==> src/rtl/lswe_pkg.sv <==
// ----------------------------------------------------------------------------
// lswe_pkg
// Shared types and constants for the link supervisor: link states, sequencer
// states, register map, reset values and the controller/datapath structs.
// ----------------------------------------------------------------------------
package lswe_pkg;

  localparam int unsigned CfgAddrW = 5;
  localparam int unsigned PctMax   = 100;
  localparam int unsigned NumW     = 15;  // magnitude of (rssi - floor) * 100
  localparam int unsigned DivCntW  = 4;

  localparam logic [31:0] ConnectTimeoutRst = 32'd15000;
  localparam logic [31:0] RetryIntervalRst  = 32'd30000;
  localparam logic [31:0] ResetAfterRst     = 32'd3600000;
  localparam logic [31:0] RebootAfterRst    = 32'd14400000;
  localparam logic [7:0]  RssiFloorRst      = 8'h9C;  // -100 dBm
  localparam logic [7:0]  RssiTopRst        = 8'hD8;  // -40 dBm

  typedef enum logic [1:0] {
    LS_IDLE         = 2'd0,
    LS_CONNECTING   = 2'd1,
    LS_CONNECTED    = 2'd2,
    LS_DISCONNECTED = 2'd3
  } link_state_e;

  typedef enum logic [1:0] {
    CS_WAIT = 2'd0,
    CS_EVAL = 2'd1,
    CS_ESC  = 2'd2,
    CS_DIV  = 2'd3
  } ctrl_state_e;

  typedef enum logic [2:0] {
    REG_CONNECT_TIMEOUT = 3'd0,
    REG_RETRY_INTERVAL  = 3'd1,
    REG_RESET_AFTER     = 3'd2,
    REG_REBOOT_AFTER    = 3'd3,
    REG_RSSI_FLOOR      = 3'd4,
    REG_RSSI_TOP        = 3'd5
  } cfg_idx_e;

  localparam logic [0:0] CmdBegin = 1'b0;

  typedef struct packed {
    logic [31:0] connect_timeout;
    logic [31:0] retry_interval;
    logic [31:0] reset_after;
    logic [31:0] reboot_after;
    logic [7:0]  rssi_floor;
    logic [7:0]  rssi_top;
  } lswe_cfg_t;

  typedef struct packed {
    logic        take;
    logic        set_state;
    link_state_e next_state;
    logic        mark_attempt;
    logic        mark_connected;
    logic        escalate_reset;
    logic        reboot;
    logic        out_load;
  } lswe_cmd_t;

  typedef struct packed {
    logic        cmd_update;
    logic        link_up;
    link_state_e link_state;
    logic        timeout_hit;
    logic        retry_hit;
    logic        reset_hit;
    logic        reboot_hit;
    logic        reset_done;
    logic        div_done;
    logic        out_free;
  } lswe_sts_t;

endpackage

==> src/rtl/lswe_if.sv <==
// ----------------------------------------------------------------------------
// lswe_if
// Valid/ready channels of the link supervisor: command beats in, status
// beats out.
// ----------------------------------------------------------------------------
interface lswe_in_if;
  logic              valid;
  logic              ready;
  logic              command;
  logic [31:0]       now_ms;
  logic              link_up;
  logic signed [7:0] rssi_dbm;

  modport source (output valid, command, now_ms, link_up, rssi_dbm, input ready);
  modport sink (input valid, command, now_ms, link_up, rssi_dbm, output ready);
endinterface

interface lswe_out_if;
  logic       valid;
  logic       ready;
  logic [1:0] link_state;
  logic [6:0] signal_percent;
  logic       attempt_request;
  logic       adapter_reset_request;
  logic       reboot_request;

  modport source (output valid, link_state, signal_percent, attempt_request,
                  adapter_reset_request, reboot_request, input ready);
  modport sink (input valid, link_state, signal_percent, attempt_request,
                adapter_reset_request, reboot_request, output ready);
endinterface

==> src/rtl/lswe_cfg.sv <==
// ----------------------------------------------------------------------------
// lswe_cfg
// APB register file holding timeouts, escalation thresholds and the rssi
// calibration points.
// ----------------------------------------------------------------------------
module lswe_cfg import lswe_pkg::*; (
  input  logic                clk_i,
  input  logic                rst_ni,
  input  logic                psel,
  input  logic                penable,
  input  logic                pwrite,
  input  logic [CfgAddrW-1:0] paddr,
  input  logic [31:0]         pwdata,
  output logic [31:0]         prdata,
  output logic                pready,
  output lswe_cfg_t           cfg_o
);

  lswe_cfg_t cfg_q, cfg_d;
  logic      wr_en;
  cfg_idx_e  idx;

  assign pready = 1'b1;
  assign wr_en  = psel & penable & pwrite;
  assign idx    = cfg_idx_e'(paddr[4:2]);

  always_comb begin
    cfg_d = cfg_q;
    if (wr_en) begin
      case (idx)
        REG_CONNECT_TIMEOUT: cfg_d.connect_timeout = pwdata;
        REG_RETRY_INTERVAL:  cfg_d.retry_interval  = pwdata;
        REG_RESET_AFTER:     cfg_d.reset_after     = pwdata;
        REG_REBOOT_AFTER:    cfg_d.reboot_after    = pwdata;
        REG_RSSI_FLOOR:      cfg_d.rssi_floor      = pwdata[7:0];
        REG_RSSI_TOP:        cfg_d.rssi_top        = pwdata[7:0];
        default: ;
      endcase
    end
  end

  always_ff @(posedge clk_i or negedge rst_ni) begin
    if (!rst_ni) begin
      cfg_q.connect_timeout <= ConnectTimeoutRst;
      cfg_q.retry_interval  <= RetryIntervalRst;
      cfg_q.reset_after     <= ResetAfterRst;
      cfg_q.reboot_after    <= RebootAfterRst;
      cfg_q.rssi_floor      <= RssiFloorRst;
      cfg_q.rssi_top        <= RssiTopRst;
    end else begin
      cfg_q <= cfg_d;
    end
  end

  // signed dbm registers read back sign extended
  always_comb begin
    case (idx)
      REG_CONNECT_TIMEOUT: prdata = cfg_q.connect_timeout;
      REG_RETRY_INTERVAL:  prdata = cfg_q.retry_interval;
      REG_RESET_AFTER:     prdata = cfg_q.reset_after;
      REG_REBOOT_AFTER:    prdata = cfg_q.reboot_after;
      REG_RSSI_FLOOR:      prdata = {{24{cfg_q.rssi_floor[7]}}, cfg_q.rssi_floor};
      REG_RSSI_TOP:        prdata = {{24{cfg_q.rssi_top[7]}}, cfg_q.rssi_top};
      default:             prdata = 32'd0;
    endcase
  end

  assign cfg_o = cfg_q;

endmodule

==> src/rtl/lswe_dp.sv <==
// ----------------------------------------------------------------------------
// lswe_dp
// Datapath: captured beat, link state and timestamps, elapsed-time compares,
// bit-serial percentage divider and the output register.
// ----------------------------------------------------------------------------
module lswe_dp import lswe_pkg::*; #(
  parameter int unsigned TIME_WIDTH = 32
) (
  input  logic              clk_i,
  input  logic              rst_ni,
  input  lswe_cfg_t         cfg_i,
  input  lswe_cmd_t         cmd_i,
  output lswe_sts_t         sts_o,
  input  logic              command_i,
  input  logic [31:0]       now_ms_i,
  input  logic              link_up_i,
  input  logic signed [7:0] rssi_dbm_i,
  input  logic              out_ready_i,
  output logic              out_valid_o,
  output logic [1:0]        link_state_o,
  output logic [6:0]        signal_percent_o,
  output logic              attempt_request_o,
  output logic              adapter_reset_request_o,
  output logic              reboot_request_o
);

  localparam int unsigned CmpW = (TIME_WIDTH > 32) ? TIME_WIDTH : 32;
  localparam int unsigned DivSteps = NumW;

  // captured beat
  logic                  cmd_q;
  logic                  up_q;
  logic [TIME_WIDTH-1:0] now_q;

  // supervisor state
  link_state_e           link_q, link_d;
  logic [TIME_WIDTH-1:0] entered_q, entered_d;
  logic [TIME_WIDTH-1:0] last_att_q, last_att_d;
  logic [TIME_WIDTH-1:0] last_conn_q, last_conn_d;
  logic                  reset_done_q, reset_done_d;

  // per-beat request flags
  logic attempt_q, attempt_d;
  logic adapter_q, adapter_d;
  logic reboot_q, reboot_d;

  // elapsed times, wrapping
  logic [TIME_WIDTH-1:0] el_state, el_att, el_down;

  // divider
  logic signed [8:0]   span_s, diff_s;
  logic signed [15:0]  num_s;
  logic [15:0]         num_mag;
  logic [8:0]          span_mag;
  logic                div_zero;
  logic [NumW-1:0]     quo_q, quo_d;
  logic [7:0]          rem_q, rem_d;
  logic [7:0]          div_q;
  logic                zero_q;
  logic [DivCntW-1:0]  cnt_q, cnt_d;
  logic [8:0]          trial;
  logic [6:0]          pct;

  // output register
  logic       out_valid_q;
  logic [1:0] o_state_q;
  logic [6:0] o_pct_q;
  logic       o_att_q, o_adp_q, o_rbt_q;

  assign el_state = now_q - entered_q;
  assign el_att   = now_q - last_att_q;
  assign el_down  = now_q - last_conn_q;

  always_comb begin
    sts_o.cmd_update  = cmd_q;
    sts_o.link_up     = up_q;
    sts_o.link_state  = link_q;
    sts_o.timeout_hit = CmpW'(el_state) >= CmpW'(cfg_i.connect_timeout);
    sts_o.retry_hit   = CmpW'(el_att) >= CmpW'(cfg_i.retry_interval);
    sts_o.reset_hit   = CmpW'(el_down) >= CmpW'(cfg_i.reset_after);
    sts_o.reboot_hit  = CmpW'(el_down) >= CmpW'(cfg_i.reboot_after);
    sts_o.reset_done  = reset_done_q;
    sts_o.div_done    = (cnt_q == '0);
    sts_o.out_free    = !out_valid_q || out_ready_i;
  end

  // supervisor state updates
  always_comb begin
    link_d       = link_q;
    entered_d    = entered_q;
    last_att_d   = last_att_q;
    last_conn_d  = last_conn_q;
    reset_done_d = reset_done_q;
    attempt_d    = attempt_q;
    adapter_d    = adapter_q;
    reboot_d     = reboot_q;
    if (cmd_i.take) begin
      attempt_d = 1'b0;
      adapter_d = 1'b0;
      reboot_d  = 1'b0;
    end
    if (cmd_i.mark_attempt) begin
      last_att_d = now_q;
      attempt_d  = 1'b1;
    end
    // a transition to the current state keeps the entry time
    if (cmd_i.set_state && (cmd_i.next_state != link_q)) begin
      link_d    = cmd_i.next_state;
      entered_d = now_q;
    end
    if (cmd_i.mark_connected) begin
      last_conn_d  = now_q;
      reset_done_d = 1'b0;
    end
    if (cmd_i.escalate_reset) begin
      adapter_d    = 1'b1;
      reset_done_d = 1'b1;
    end
    if (cmd_i.reboot) begin
      link_d       = LS_IDLE;
      entered_d    = '0;
      last_att_d   = '0;
      last_conn_d  = '0;
      reset_done_d = 1'b0;
      attempt_d    = 1'b0;
      reboot_d     = 1'b1;
    end
  end

  always_ff @(posedge clk_i or negedge rst_ni) begin
    if (!rst_ni) begin
      link_q       <= LS_IDLE;
      entered_q    <= '0;
      last_att_q   <= '0;
      last_conn_q  <= '0;
      reset_done_q <= 1'b0;
    end else begin
      link_q       <= link_d;
      entered_q    <= entered_d;
      last_att_q   <= last_att_d;
      last_conn_q  <= last_conn_d;
      reset_done_q <= reset_done_d;
    end
  end

  always_ff @(posedge clk_i) begin
    attempt_q <= attempt_d;
    adapter_q <= adapter_d;
    reboot_q  <= reboot_d;
    if (cmd_i.take) begin
      cmd_q <= command_i;
      up_q  <= link_up_i;
      now_q <= TIME_WIDTH'(now_ms_i);
    end
  end

  // divider operands: (rssi - floor) * 100 over (top - floor), magnitudes only
  always_comb begin
    span_s   = $signed({cfg_i.rssi_top[7], cfg_i.rssi_top})
             - $signed({cfg_i.rssi_floor[7], cfg_i.rssi_floor});
    diff_s   = $signed({rssi_dbm_i[7], rssi_dbm_i})
             - $signed({cfg_i.rssi_floor[7], cfg_i.rssi_floor});
    num_s    = $signed({{7{diff_s[8]}}, diff_s}) * 16'sd100;
    num_mag  = num_s[15] ? 16'(-num_s) : 16'(num_s);
    span_mag = span_s[8] ? 9'(-span_s) : 9'(span_s);
    // negative or zero quotient clamps to zero anyway
    div_zero = (span_s == 9'sd0) || (num_s == 16'sd0) || (num_s[15] != span_s[8]);
  end

  // restoring division, one quotient bit per cycle
  always_comb begin
    trial = {rem_q, quo_q[NumW-1]};
    quo_d = quo_q;
    rem_d = rem_q;
    cnt_d = cnt_q;
    if (cmd_i.take) begin
      quo_d = num_mag[NumW-1:0];
      rem_d = '0;
      cnt_d = DivCntW'(DivSteps);
    end else if (cnt_q != '0) begin
      cnt_d = cnt_q - 1'b1;
      if (trial >= {1'b0, div_q}) begin
        rem_d = 8'(trial - {1'b0, div_q});
        quo_d = {quo_q[NumW-2:0], 1'b1};
      end else begin
        rem_d = trial[7:0];
        quo_d = {quo_q[NumW-2:0], 1'b0};
      end
    end
  end

  always_ff @(posedge clk_i or negedge rst_ni) begin
    if (!rst_ni) begin
      cnt_q <= '0;
    end else begin
      cnt_q <= cnt_d;
    end
  end

  always_ff @(posedge clk_i) begin
    quo_q <= quo_d;
    rem_q <= rem_d;
    if (cmd_i.take) begin
      div_q  <= span_mag[7:0];
      zero_q <= div_zero;
    end
  end

  assign pct = zero_q ? 7'd0
             : (quo_q > NumW'(PctMax)) ? 7'(PctMax) : quo_q[6:0];

  // output register
  always_ff @(posedge clk_i or negedge rst_ni) begin
    if (!rst_ni) begin
      out_valid_q <= 1'b0;
    end else if (cmd_i.out_load) begin
      out_valid_q <= 1'b1;
    end else if (out_ready_i) begin
      out_valid_q <= 1'b0;
    end
  end

  always_ff @(posedge clk_i) begin
    if (cmd_i.out_load) begin
      o_state_q <= link_q;
      o_pct_q   <= (link_q == LS_CONNECTED) ? pct : 7'd0;
      o_att_q   <= attempt_q;
      o_adp_q   <= adapter_q;
      o_rbt_q   <= reboot_q;
    end
  end

  assign out_valid_o             = out_valid_q;
  assign link_state_o            = o_state_q;
  assign signal_percent_o        = o_pct_q;
  assign attempt_request_o       = o_att_q;
  assign adapter_reset_request_o = o_adp_q;
  assign reboot_request_o        = o_rbt_q;

`ifndef SYNTH
  a_reboot_idle: assert property (@(posedge clk_i) disable iff (!rst_ni)
    out_valid_q && o_rbt_q |-> (o_state_q == LS_IDLE) && !o_att_q && !o_adp_q)
    else $error("reboot beat not idle or carries requests");

  a_pct_range: assert property (@(posedge clk_i) disable iff (!rst_ni)
    out_valid_q |-> (o_pct_q <= 7'(PctMax))
                    && ((o_pct_q == 7'd0) || (o_state_q == LS_CONNECTED)))
    else $error("signal percent out of range or not connected");

  a_adapter_attempt: assert property (@(posedge clk_i) disable iff (!rst_ni)
    out_valid_q && o_adp_q |-> o_att_q && (o_state_q == LS_CONNECTING))
    else $error("adapter reset without a fresh attempt");
`endif

endmodule

==> src/rtl/lswe_ctrl.sv <==
// ----------------------------------------------------------------------------
// lswe_ctrl
// Sequencer: takes a beat, applies the link transition, runs the outage
// escalation check and hands the result to the output register.
// ----------------------------------------------------------------------------
module lswe_ctrl import lswe_pkg::*; (
  input  logic      clk_i,
  input  logic      rst_ni,
  input  logic      in_valid_i,
  output logic      in_ready_o,
  input  lswe_sts_t sts_i,
  output lswe_cmd_t cmd_o
);

  ctrl_state_e state_q, state_d;

  always_ff @(posedge clk_i or negedge rst_ni) begin
    if (!rst_ni) begin
      state_q <= CS_WAIT;
    end else begin
      state_q <= state_d;
    end
  end

  always_comb begin
    state_d = state_q;
    case (state_q)
      CS_WAIT: begin
        if (in_valid_i) state_d = CS_EVAL;
      end
      CS_EVAL: begin
        // a begin never checks for escalation
        state_d = sts_i.cmd_update ? CS_ESC : CS_DIV;
      end
      CS_ESC: begin
        state_d = CS_DIV;
      end
      CS_DIV: begin
        if (sts_i.div_done && sts_i.out_free) state_d = CS_WAIT;
      end
      default: state_d = CS_WAIT;
    endcase
  end

  always_comb begin
    cmd_o            = '0;
    cmd_o.next_state = LS_IDLE;
    in_ready_o       = 1'b0;
    case (state_q)
      CS_WAIT: begin
        in_ready_o = 1'b1;
        cmd_o.take = in_valid_i;
      end
      CS_EVAL: begin
        if (!sts_i.cmd_update) begin
          cmd_o.set_state    = 1'b1;
          cmd_o.next_state   = LS_CONNECTING;
          cmd_o.mark_attempt = 1'b1;
        end else begin
          case (sts_i.link_state)
            LS_CONNECTING: begin
              if (sts_i.link_up) begin
                cmd_o.set_state  = 1'b1;
                cmd_o.next_state = LS_CONNECTED;
              end else if (sts_i.timeout_hit) begin
                cmd_o.set_state  = 1'b1;
                cmd_o.next_state = LS_DISCONNECTED;
              end
            end
            LS_CONNECTED: begin
              if (!sts_i.link_up) begin
                cmd_o.set_state  = 1'b1;
                cmd_o.next_state = LS_DISCONNECTED;
              end
            end
            LS_DISCONNECTED: begin
              if (sts_i.retry_hit) begin
                cmd_o.set_state    = 1'b1;
                cmd_o.next_state   = LS_CONNECTING;
                cmd_o.mark_attempt = 1'b1;
              end
            end
            default: ;
          endcase
        end
      end
      CS_ESC: begin
        if (sts_i.link_state == LS_CONNECTED) begin
          cmd_o.mark_connected = 1'b1;
        end else if (sts_i.reboot_hit) begin
          cmd_o.reboot = 1'b1;
        end else if (sts_i.reset_hit && !sts_i.reset_done) begin
          cmd_o.set_state      = 1'b1;
          cmd_o.next_state     = LS_CONNECTING;
          cmd_o.mark_attempt   = 1'b1;
          cmd_o.escalate_reset = 1'b1;
        end
      end
      CS_DIV: begin
        cmd_o.out_load = sts_i.div_done && sts_i.out_free;
      end
      default: ;
    endcase
  end

`ifndef SYNTH
  a_esc_after_update: assert property (@(posedge clk_i) disable iff (!rst_ni)
    (state_q == CS_ESC) |-> $past(state_q == CS_EVAL) && sts_i.cmd_update)
    else $error("escalation step without an update beat");
`endif

endmodule

==> src/rtl/link_supervisor_with_escalation.sv <==
// ----------------------------------------------------------------------------
// link_supervisor_with_escalation
// Radio link supervisor: connect attempts, timeouts, retries, outage
// escalation to adapter reset and reboot, and a clamped signal percentage.
//
//   channel  dir  handshake      payload
//   in_i     in   valid/ready    command, now_ms, link_up, rssi_dbm
//   out_o    out  valid/ready    link_state, signal_percent, requests
//   apb      in   psel/penable   paddr, pwdata, prdata (pready tied high)
//
// a beat is taken, then the one-bit-per-cycle percentage divider runs, then
// the result is loaded into the output register; no new beat is taken before
// that load. the link transition and escalation check run alongside the
// divider. the next beat is taken while the previous result still waits in the
// output register; the sequencer only holds when that register is still full.
// asynchronous active-low reset returns state to idle with zeroed timestamps.
// ----------------------------------------------------------------------------
module link_supervisor_with_escalation import lswe_pkg::*; #(
  parameter int unsigned TIME_WIDTH = 32
) (
  input  logic                clk_i,
  input  logic                rst_ni,
  lswe_in_if.sink             in_i,
  lswe_out_if.source          out_o,
  input  logic                psel,
  input  logic                penable,
  input  logic                pwrite,
  input  logic [CfgAddrW-1:0] paddr,
  input  logic [31:0]         pwdata,
  output logic [31:0]         prdata,
  output logic                pready
);

  lswe_cfg_t cfg;
  lswe_cmd_t cmd;
  lswe_sts_t sts;
  logic      in_ready;

  lswe_cfg u_cfg (
    .clk_i   (clk_i),
    .rst_ni  (rst_ni),
    .psel    (psel),
    .penable (penable),
    .pwrite  (pwrite),
    .paddr   (paddr),
    .pwdata  (pwdata),
    .prdata  (prdata),
    .pready  (pready),
    .cfg_o   (cfg)
  );

  lswe_ctrl u_ctrl (
    .clk_i      (clk_i),
    .rst_ni     (rst_ni),
    .in_valid_i (in_i.valid),
    .in_ready_o (in_ready),
    .sts_i      (sts),
    .cmd_o      (cmd)
  );

  lswe_dp #(
    .TIME_WIDTH (TIME_WIDTH)
  ) u_dp (
    .clk_i                   (clk_i),
    .rst_ni                  (rst_ni),
    .cfg_i                   (cfg),
    .cmd_i                   (cmd),
    .sts_o                   (sts),
    .command_i               (in_i.command),
    .now_ms_i                (in_i.now_ms),
    .link_up_i               (in_i.link_up),
    .rssi_dbm_i              (in_i.rssi_dbm),
    .out_ready_i             (out_o.ready),
    .out_valid_o             (out_o.valid),
    .link_state_o            (out_o.link_state),
    .signal_percent_o        (out_o.signal_percent),
    .attempt_request_o       (out_o.attempt_request),
    .adapter_reset_request_o (out_o.adapter_reset_request),
    .reboot_request_o        (out_o.reboot_request)
  );

  assign in_i.ready = in_ready;

endmodule
==> src/flat_wrapper.sv <==
// flat-port wrapper written by rule: the top's interface ports become plain ports
module link_supervisor_with_escalation_flat import lswe_pkg::*;
#(
  parameter int unsigned TIME_WIDTH = 32
)
  (clk_i, rst_ni, psel, penable, pwrite, paddr, pwdata, prdata, pready, in_i_valid, in_i_command, in_i_now_ms, in_i_link_up, in_i_rssi_dbm, in_i_ready, out_o_valid, out_o_link_state, out_o_signal_percent, out_o_attempt_request, out_o_adapter_reset_request, out_o_reboot_request, out_o_ready);
  lswe_in_if in_i_i ();
  lswe_out_if out_o_i ();
  input  logic clk_i;
  input  logic rst_ni;
  input  logic psel;
  input  logic penable;
  input  logic pwrite;
  input  logic [CfgAddrW-1:0] paddr;
  input  logic [31:0] pwdata;
  output logic [31:0] prdata;
  output logic pready;
  input wire logic [$bits(in_i_i.valid)-1:0] in_i_valid;
  input wire logic [$bits(in_i_i.command)-1:0] in_i_command;
  input wire logic [$bits(in_i_i.now_ms)-1:0] in_i_now_ms;
  input wire logic [$bits(in_i_i.link_up)-1:0] in_i_link_up;
  input wire logic [$bits(in_i_i.rssi_dbm)-1:0] in_i_rssi_dbm;
  output wire logic [$bits(in_i_i.ready)-1:0] in_i_ready;
  output wire logic [$bits(out_o_i.valid)-1:0] out_o_valid;
  output wire logic [$bits(out_o_i.link_state)-1:0] out_o_link_state;
  output wire logic [$bits(out_o_i.signal_percent)-1:0] out_o_signal_percent;
  output wire logic [$bits(out_o_i.attempt_request)-1:0] out_o_attempt_request;
  output wire logic [$bits(out_o_i.adapter_reset_request)-1:0] out_o_adapter_reset_request;
  output wire logic [$bits(out_o_i.reboot_request)-1:0] out_o_reboot_request;
  input wire logic [$bits(out_o_i.ready)-1:0] out_o_ready;
  assign in_i_i.valid = in_i_valid;
  assign in_i_i.command = in_i_command;
  assign in_i_i.now_ms = in_i_now_ms;
  assign in_i_i.link_up = in_i_link_up;
  assign in_i_i.rssi_dbm = in_i_rssi_dbm;
  assign in_i_ready = in_i_i.ready;
  assign out_o_valid = out_o_i.valid;
  assign out_o_link_state = out_o_i.link_state;
  assign out_o_signal_percent = out_o_i.signal_percent;
  assign out_o_attempt_request = out_o_i.attempt_request;
  assign out_o_adapter_reset_request = out_o_i.adapter_reset_request;
  assign out_o_reboot_request = out_o_i.reboot_request;
  assign out_o_i.ready = out_o_ready;
  link_supervisor_with_escalation #(.TIME_WIDTH(TIME_WIDTH)) u_core (.clk_i(clk_i), .rst_ni(rst_ni), .in_i(in_i_i), .out_o(out_o_i), .psel(psel), .penable(penable), .pwrite(pwrite), .paddr(paddr), .pwdata(pwdata), .prdata(prdata), .pready(pready));
endmodule
==> config.mk <==
export PLATFORM = sky130hd
export DESIGN_NAME = link_supervisor_with_escalation_flat
export DESIGN_NICKNAME = d
export VERILOG_FILES = /design/src/rtl/lswe_pkg.sv /design/src/rtl/lswe_if.sv /design/src/rtl/lswe_cfg.sv /design/src/rtl/lswe_dp.sv /design/src/rtl/lswe_ctrl.sv /design/src/rtl/link_supervisor_with_escalation.sv /design/src/flat_wrapper.sv
export SDC_FILE = /design/constraint.sdc
export NUM_CORES = 1
export LEC_CHECK = 0
export ABC_AREA = 1
export BUFFER_PORTS_ARGS = -buffer_cell sky130_fd_sc_hd__buf_2
export CAP_MARGIN = 20
export CORE_MARGIN = 5
export CORE_UTILIZATION = 35
export CTS_CLUSTER_DIAMETER = 150
export DETAILED_ROUTE_END_ITERATION = 7
export PLACE_DENSITY = 0.53
export SYNTH_ARGS = -nofsm -noshare
export SYNTH_HDL_FRONTEND = slang
export SYNTH_SLANG_ARGS = --single-unit
export TNS_END_PERCENT = 1
==> constraint.sdc <==
create_clock -name clk_i -period 6.4 [get_ports clk_i]
set_input_delay 0.32 -clock clk_i [delete_from_list [all_inputs] [get_ports clk_i]]
set_output_delay 0.32 -clock clk_i [all_outputs]
set_load 0.05 [all_outputs]
# ---- Word-level counts from Yosys, hierarchy flattened
# Cells that the tools add are included.
dict set report classes {
  bitwise 3
  n_addsub 9
  n_shift 0
  n_mux 49
  n_eq_ne 15
  multipliers 1
  n_lt_le_gt_ge 6
  div 0
  n_reduce_logical 30
}
# op count
set op_table {}
lappend op_table {{two-way mux 32 bit} 6}
lappend op_table {{case mux 32 bit (6 select lines)} 1}
lappend op_table {{>= comparator 32 bit} 4}
lappend op_table {{subtractor 32 bit} 3}
lappend op_table {{two-way mux 15 bit} 3}
lappend op_table {{two-way mux 4 bit} 7}
lappend op_table {{subtractor 8 x 8 -> 9 bit} 2}
lappend op_table {{two-way mux 1 bit} 17}
lappend op_table {{logical NOT 16 bit} 1}
lappend op_table {{two-way mux 8 bit} 2}
lappend op_table {{greater-than comparator 15 x 7 -> 1 bit, second input constant} 1}
lappend op_table {{negator 15 bit} 1}
lappend op_table {{multiplier 9 x 6 -> 14 bit, second input constant} 1}
lappend op_table {{AND reduction 2 bit} 7}
lappend op_table {{two-way mux 3 bit} 4}
lappend op_table {{nonzero test 2 bit} 6}
lappend op_table {{two-way mux 2 bit} 5}
lappend op_table {{>= comparator 9 x 8 -> 1 bit} 1}
lappend op_table {{logical NOT 9 bit} 1}
lappend op_table {{case mux 3 bit (3 select lines)} 1}
lappend op_table {{== test 2 bit, second input constant} 4}
lappend op_table {{negator 8 bit} 1}
lappend op_table {{case mux 2 bit (4 select lines)} 1}
lappend op_table {{case mux 4 bit (2 select lines)} 1}
lappend op_table {{22 further kinds} 32}
dict set report word_totals {
  latchBits 0
  out_inout_bits 47
  word_cells 143
  register_bits 331
  mem_bits_rw 0
  rom_bits 0
  input_bits 86
  mem_count 0
}

# ---- Longest topological paths before layout
dict set report logic_depth {
  word_depth 11
  depth_mapped 36
  ltp_nobuf 35
}

# ---- By module
# From an unflattened synthesis, not the netlist that was laid out.
dict set report unflattened {
  hier_cells 3640
  hier_area_um2 26409.1
}
# mod area_per_inst_um2 seq_area_each_um2 cells_per_inst instances
set modules_own_cells {}
lappend modules_own_cells {lswe_dp 18670.4 4924.7 2662 1}
lappend modules_own_cells {lswe_cfg 7404.6 3658.5 918 1}
lappend modules_own_cells {lswe_ctrl 334.1 50.0 60 1}

# ---- Worst setup path before layout
# No wires, ideal clock.
dict set report synth_timing {
  kind {register to register}
  from {register u_core.u_cfg.cfg_q, in the netlist u_core.u_cfg.cfg_o[10]}
  to {register u_core.u_dp.quo_q[6], data pin}
  period_less_slack_ns 4.620
  required_time_ns 6.120
  setup_ns 0.280
  path_buffers 0
  t_arrival_ns 4.340
  path_stages_with_launch 27
  path_slack_ns 1.780
  path_cell_list {dfstp_2 > inv_1 > ha_1 > a21oi_1 > nand2_1 > a21oi_1 > o21bai_1 > xor2_1 > inv_1 > ha_1 > inv_1 > fa_1 > inv_1 > ha_1 > ha_1 > a21oi_2 > o21ai_2 > nand2_1 > nand2_1 > a21oi_2 > o21bai_2 > a21oi_2 > xnor2_4 > nor2_1 > xor2_1 > nand2_1 > o21ai_2}
}
dict set report synth_via {
  elab_chain_cells 5
}
# element line_no
set synth_lines {}
lappend synth_lines {{start, declared} lswe_cfg.sv:19} ;# lswe_cfg_t cfg_q, cfg_d;
lappend synth_lines {{start signal, assigned} lswe_cfg.sv:51} ;# cfg_q <= cfg_d;
lappend synth_lines {{subtractor 8 x 8 -> 9 bit *} lswe_dp.sv:162} ;# - $signed({cfg_i.rssi_floor[7], cfg_i.rssi_floor});
lappend synth_lines {{multiplier 9 x 6 -> 14 bit *} lswe_dp.sv:163} ;# num_s = $signed({{7{diff_s[8]}}, diff_s}) * 16'sd100;
lappend synth_lines {{negator 15 bit} lswe_dp.sv:164} ;# num_mag = num_s[15] ? 16'(-num_s) : 16'(num_s);
lappend synth_lines {{two-way mux 15 bit *} lswe_dp.sv:164}
lappend synth_lines {{two-way mux 15 bit *} lswe_dp.sv:176} ;# if (cmd_i.take) begin
lappend synth_lines {{net u_core.u_dp.quo_d[6]} lswe_dp.sv:56} ;# logic [NumW-1:0] quo_q, quo_d;
lappend synth_lines {{end signal, assigned} lswe_dp.sv:201} ;# quo_q <= quo_d;
lappend synth_lines {{end, declared} lswe_dp.sv:56}
# Mark *: on every way through the listed nets, which the timed path passes. The rest lies on a longest branch.
# A chain may end at the register's enable or synchronous reset.

# ---- Final worst setup path
dict set report layout_timing {
  from {register u_core.u_dp.now_q[0]}
  to {register u_core.u_dp.entered_q[8]}
}
dict set report layout_via {
  elab_chain_cells 10
  elab_cells_between_ends 24
  cone_classes {add/sub (3); order compare (4); eq/ne (1); mux (13); reduce/logical (3)}
}
# element line_no
set layout_lines {}
lappend layout_lines {{start, declared} lswe_dp.sv:33} ;# logic [TIME_WIDTH-1:0] now_q;
lappend layout_lines {{start signal, assigned} lswe_dp.sv:153} ;# now_q <= TIME_WIDTH'(now_ms_i);
lappend layout_lines {{subtractor 32 bit, on equally long branches} {lswe_dp.sv:70, lswe_dp.sv:72}}
lappend layout_lines {{>= comparator 32 bit, on equally long branches} {lswe_dp.sv:78, lswe_dp.sv:80}}
lappend layout_lines {{two-way mux 3 bit or logical AND 1 bit (tied branches)} {lswe_ctrl.sv:65, lswe_ctrl.sv:92}}
lappend layout_lines {{two-way mux 3 bit or two-way mux 4 bit (tied branches)} {lswe_ctrl.sv:62, lswe_ctrl.sv:92}}
lappend layout_lines {{case mux 3 bit (3 select lines) or two-way mux 4 bit (tied branches)} {lswe_ctrl.sv:60, lswe_ctrl.sv:90}}
lappend layout_lines {{two-way mux 4 bit, on equally long branches} {lswe_ctrl.sv:55, lswe_ctrl.sv:88}}
lappend layout_lines {{case mux 4 bit (2 select lines)} lswe_ctrl.sv:49} ;# case (state_q)
lappend layout_lines {{!= test 2 bit} lswe_dp.sv:107} ;# if (cmd_i.set_state && (cmd_i.next_state != link_q)) begin
lappend layout_lines {{logical AND 1 bit} lswe_dp.sv:107}
lappend layout_lines {{nonzero test 2 bit (no source line)} n/a}
lappend layout_lines {{end signal, assigned} lswe_dp.sv:139} ;# entered_q <= entered_d;
lappend layout_lines {{end, declared} lswe_dp.sv:37} ;# logic [TIME_WIDTH-1:0] entered_q, entered_d;
# Several ways; a longest one is shown, not always the timed one.

==> reports/results.tsv <==
stage	metric	value	unit
logic_synthesis	synth_area	23700	sq um
final_layout	final_cell_mix	606 x nand2_1, 513 x inv_1, 280 x ha_1	
logic_synthesis	synthCells	3001	
cts	clkLatencyLatePin	0.58	ns
cts	cts_buffers	42	
sta	timing.final.crit_share	88.7	%
sta	hold_slack	0.0312	ns
worst_setup_path	critical_path_required	6.90	ns
final_layout	final_area	27200	sq um
route	firstDrtPassIters	5	
cts	h-tree-depth	2	
logic_synthesis	synth_nets	3380	
worst_setup_path	r2r-start	u_core.u_dp.now_q[0]	
logic_synthesis	ys_warn_count	0	
logic_synthesis	ys_seq_area_share	36.4	%
placement	place.port_buffers	129	
route	wl_per_cell	17.9	um
logic_synthesis	synth_top_area_cell	dfrtp_1	
cts	ctsResizeCount	0	
final_layout	drive_above_1_share	9.88	%
placement	placedInstanceArea	25400	sq um
worst_setup_path	startpoint	u_core.u_dp.now_q[0]	
cts	root_buffer	clkbuf_16	
worst_setup_path	critPathArrivalTime	6.18	ns
worst_setup_path	worstRegToRegCells	34	
logic_synthesis	async_reset_ff_share	75.5	%
worst_setup_path	worstSetupStartpointType	flip-flop	
worst_setup_path	cp_num_buf_inv	4	
worst_setup_path	cpPeakStageDelay	0.45	ns
worst_setup_path	r2r_end	u_core.u_dp.entered_q[8]	
worst_setup_path	cp-end-kind	flip-flop	
floorplan	die_h	270	um
floorplan	initial_core_util	35.3	%
route	num_vias	20000	
logic_synthesis	synthTopCellsByArea	dfrtp_1 22%, ha_1 15%, nand2_1 9.6%, edfxtp_1 8.9%, inv_1 8.1%	
cts	clk_pin_slew_worst_paths	0.06	ns
grt	grt_pass1_wl	114000	um
sta	setup_violations	0	
placement	place.detailed.hpwl	55700	um
cts	cts_sinks	331	
final_layout	instances_no_fill	4074	
placement	place.gp.congestion	0.936	
final_layout	area_delta_synth_final	14.6	%
logic_synthesis	synthFlopType	dfrtp_1	
sta	hold_viol	0	
final_layout	fill_cells	6944	
pwr	cellPowerDensity	603	nW/um^2
final_layout	fin_util	40.5	%
grt	grt_max_degree	85	
flow_run	cap_violations	0	
placement	dpl.cell_count	3950	
worst_setup_path	crit_path_end	u_core.u_dp.entered_q[8]	
grt	grt_use_total	19.7	%
grt	antenna_found_initial	2	
worst_hold_path	min_path_type	input port to flip-flop	
cts	cts_hold_buf	44	
floorplan	die_w	270	um
sta	slew_headroom	37.3	%
floorplan	num_io_pins	133	
worst_setup_path	reg2reg_slack	0.72	ns
floorplan	dieArea	73100	sq um
logic_synthesis	synth_top_area_share	21.7	%
cts	cts_tree	done	
route	ant_nets	0	
grt	first_global_vias	19600	
route	drtIter0Drc	1410	
sta	tightest_slew	0.940	ns
sta	rsz0062_at_grt	no	
logic_synthesis	synth_seq_cells	331	
worst_setup_path	critPathTopFamily	simple AND/OR/NAND/NOR gates	
worst_setup_path	crit_path_top_delay_cell	buf_4	
worst_setup_path	cp.depth	34	
cts	clk_path_buf_depth	3	
sta	max_freq	176	MHz
cts	post_cts_buffers	0	
sta	min_period	5.68	ns
sta	skew	0.0260	ns
route	wl	73100	um
worst_setup_path	cp_common_cell	nand2_1	
final_layout	final_common_cell	nand2_1	
route	drc_errors	0	
worst_setup_path	crit_type	flip-flop to flip-flop	
pwr	p_leak	13.1	nW
outcome	status	completed	
grt	grt-ovfl-total	0	
logic_synthesis	synth_edf_count	70	
sta	fin_tns_setup	0	ns
worst_setup_path	crit_fanout	32	
sta	finalMaxSlewViolations	0	
floorplan	placementRows	95	
final_layout	nets	3545	
pwr	vdd_drop_max	0.326	mV
route	avgViaCountPerCell	4.91	
floorplan	core_area	67200	sq um
logic_synthesis	syn_area_per_cell	7.91	sq um
logic_synthesis	ys_types	63	
## through the flow
stage               power (mW)  setup slack [ns]
global placement          13.9             0.833
finish                    16.4             0.723
detailed placement        14.0             0.769
floorplan                 11.2              1.78
CTS                       16.5             0.723
global route              18.2             0.202
## tightest hold or removal path, cell delays in order
cell and delay, ns:
buf_2 0.10, inv_1 0.08, o21ai_0 0.09
## where the power goes
part           internal [mW]  switching (mW)  total (mW)  leakage [nW]
clock                   1.42           0.980        2.40         0.671
combinational           3.89            6.81        10.7          8.57
sequential              2.91           0.385        3.30          3.88
## kinds of logic (layout without fill, tap and decap cells)
group | Yosys count | after routing | synth area share [%]
and+or+nand+nor | 987 | 987 | 17.1
AOI/OAI and AO/OA | 667 | 667 | 16.1
buffers and inverters | 592 | 791 | 9.63
DFF | 331 | 331 | 36.4
adders and majority gates | 293 | 293 | 15.9
xor gates and xnor gates | 130 | 130 | 4.88
other | 1 | 2 | 0.0158
## sequential cells by signal, summed over array words and instances, names as in the netlist, 4 cells and up
register / cells
u_core.u_cfg.cfg_o: 144
u_core.u_dp.entered_q: 32
u_core.u_dp.last_att_q: 32
u_core.u_dp.last_conn_q: 32
u_core.u_dp.now_q: 32
u_core.u_dp.quo_q: 15
u_core.u_dp.div_q: 8
u_core.u_dp.rem_q: 8
u_core.u_dp.signal_percent_o: 7
u_core.u_dp.cnt_q: 4
## worst min-delay path by stage
stage	depth (start not counted)	slack (ns)	to	start
floorplan	0	0.02	u_core.u_cfg.cfg_o[0]	rst_ni
global placement	1	0.37	u_core.u_cfg.cfg_o[139]	rst_ni
detailed placement	1	0.37	u_core.u_cfg.cfg_o[139]	rst_ni
CTS	3	0.005	u_core.u_cfg.cfg_o[25]	pwdata[9]
global route	3	0.03	u_core.u_cfg.cfg_o[25]	pwdata[9]
finish	3	0.03	u_core.u_cfg.cfg_o[25]	pwdata[9]
## final cells by class
class	count	area [sq um]	share of cell area (%)
multi-input cells	2078	12800	47.3
flip-flops and latches	331	8630	31.8
inverters	519	1950	7.18
repair buffers	194	1280	4.72
clock buffers	63	1200	4.41
well taps	873	1090	4.02
clock inverters	15	175	0.644
diodes	1	2.50	0.00920
## metal layers
| layer | GRT usage (%) | vias to the layer above | share of wire, % |
|---|---|---|---|
| li1 | - | 10200 | - |
| met1 | 27.8 | 9208 | 48 |
| met2 | 31.3 | 464 | 44 |
| met3 | 3.62 | 95 | 5.5 |
| met4 | 5.10 | 0 | 2.6 |
| met5 | 0 | - | 0 |
## synthesized netlist by cell type (7+ instances only)
library cell    n
o211ai_1       11
dfrtp_1       206
o21ai_1        39
xor2_1         82
inv_1         514
a22oi_1        33
nand3_1       125
nand2_1       610
edfxtp_1       70
o21a_1          7
fa_1           13
a31oi_1        13
clkbuf_1       41
dfxtp_1        11
a21o_1          8
nor3_1         22
nand2_2         7
o22ai_1        12
a21oi_1       203
o21ai_2         9
nor2_1        185
nor4_1          7
o2111ai_1      25
ha_1          280
xnor2_1        47
dfstp_2        44
nand4_1        13
a21oi_2         8
buf_2          23
o21ai_0       261
o21bai_1       12
Power figures use the tool's default switching activity.
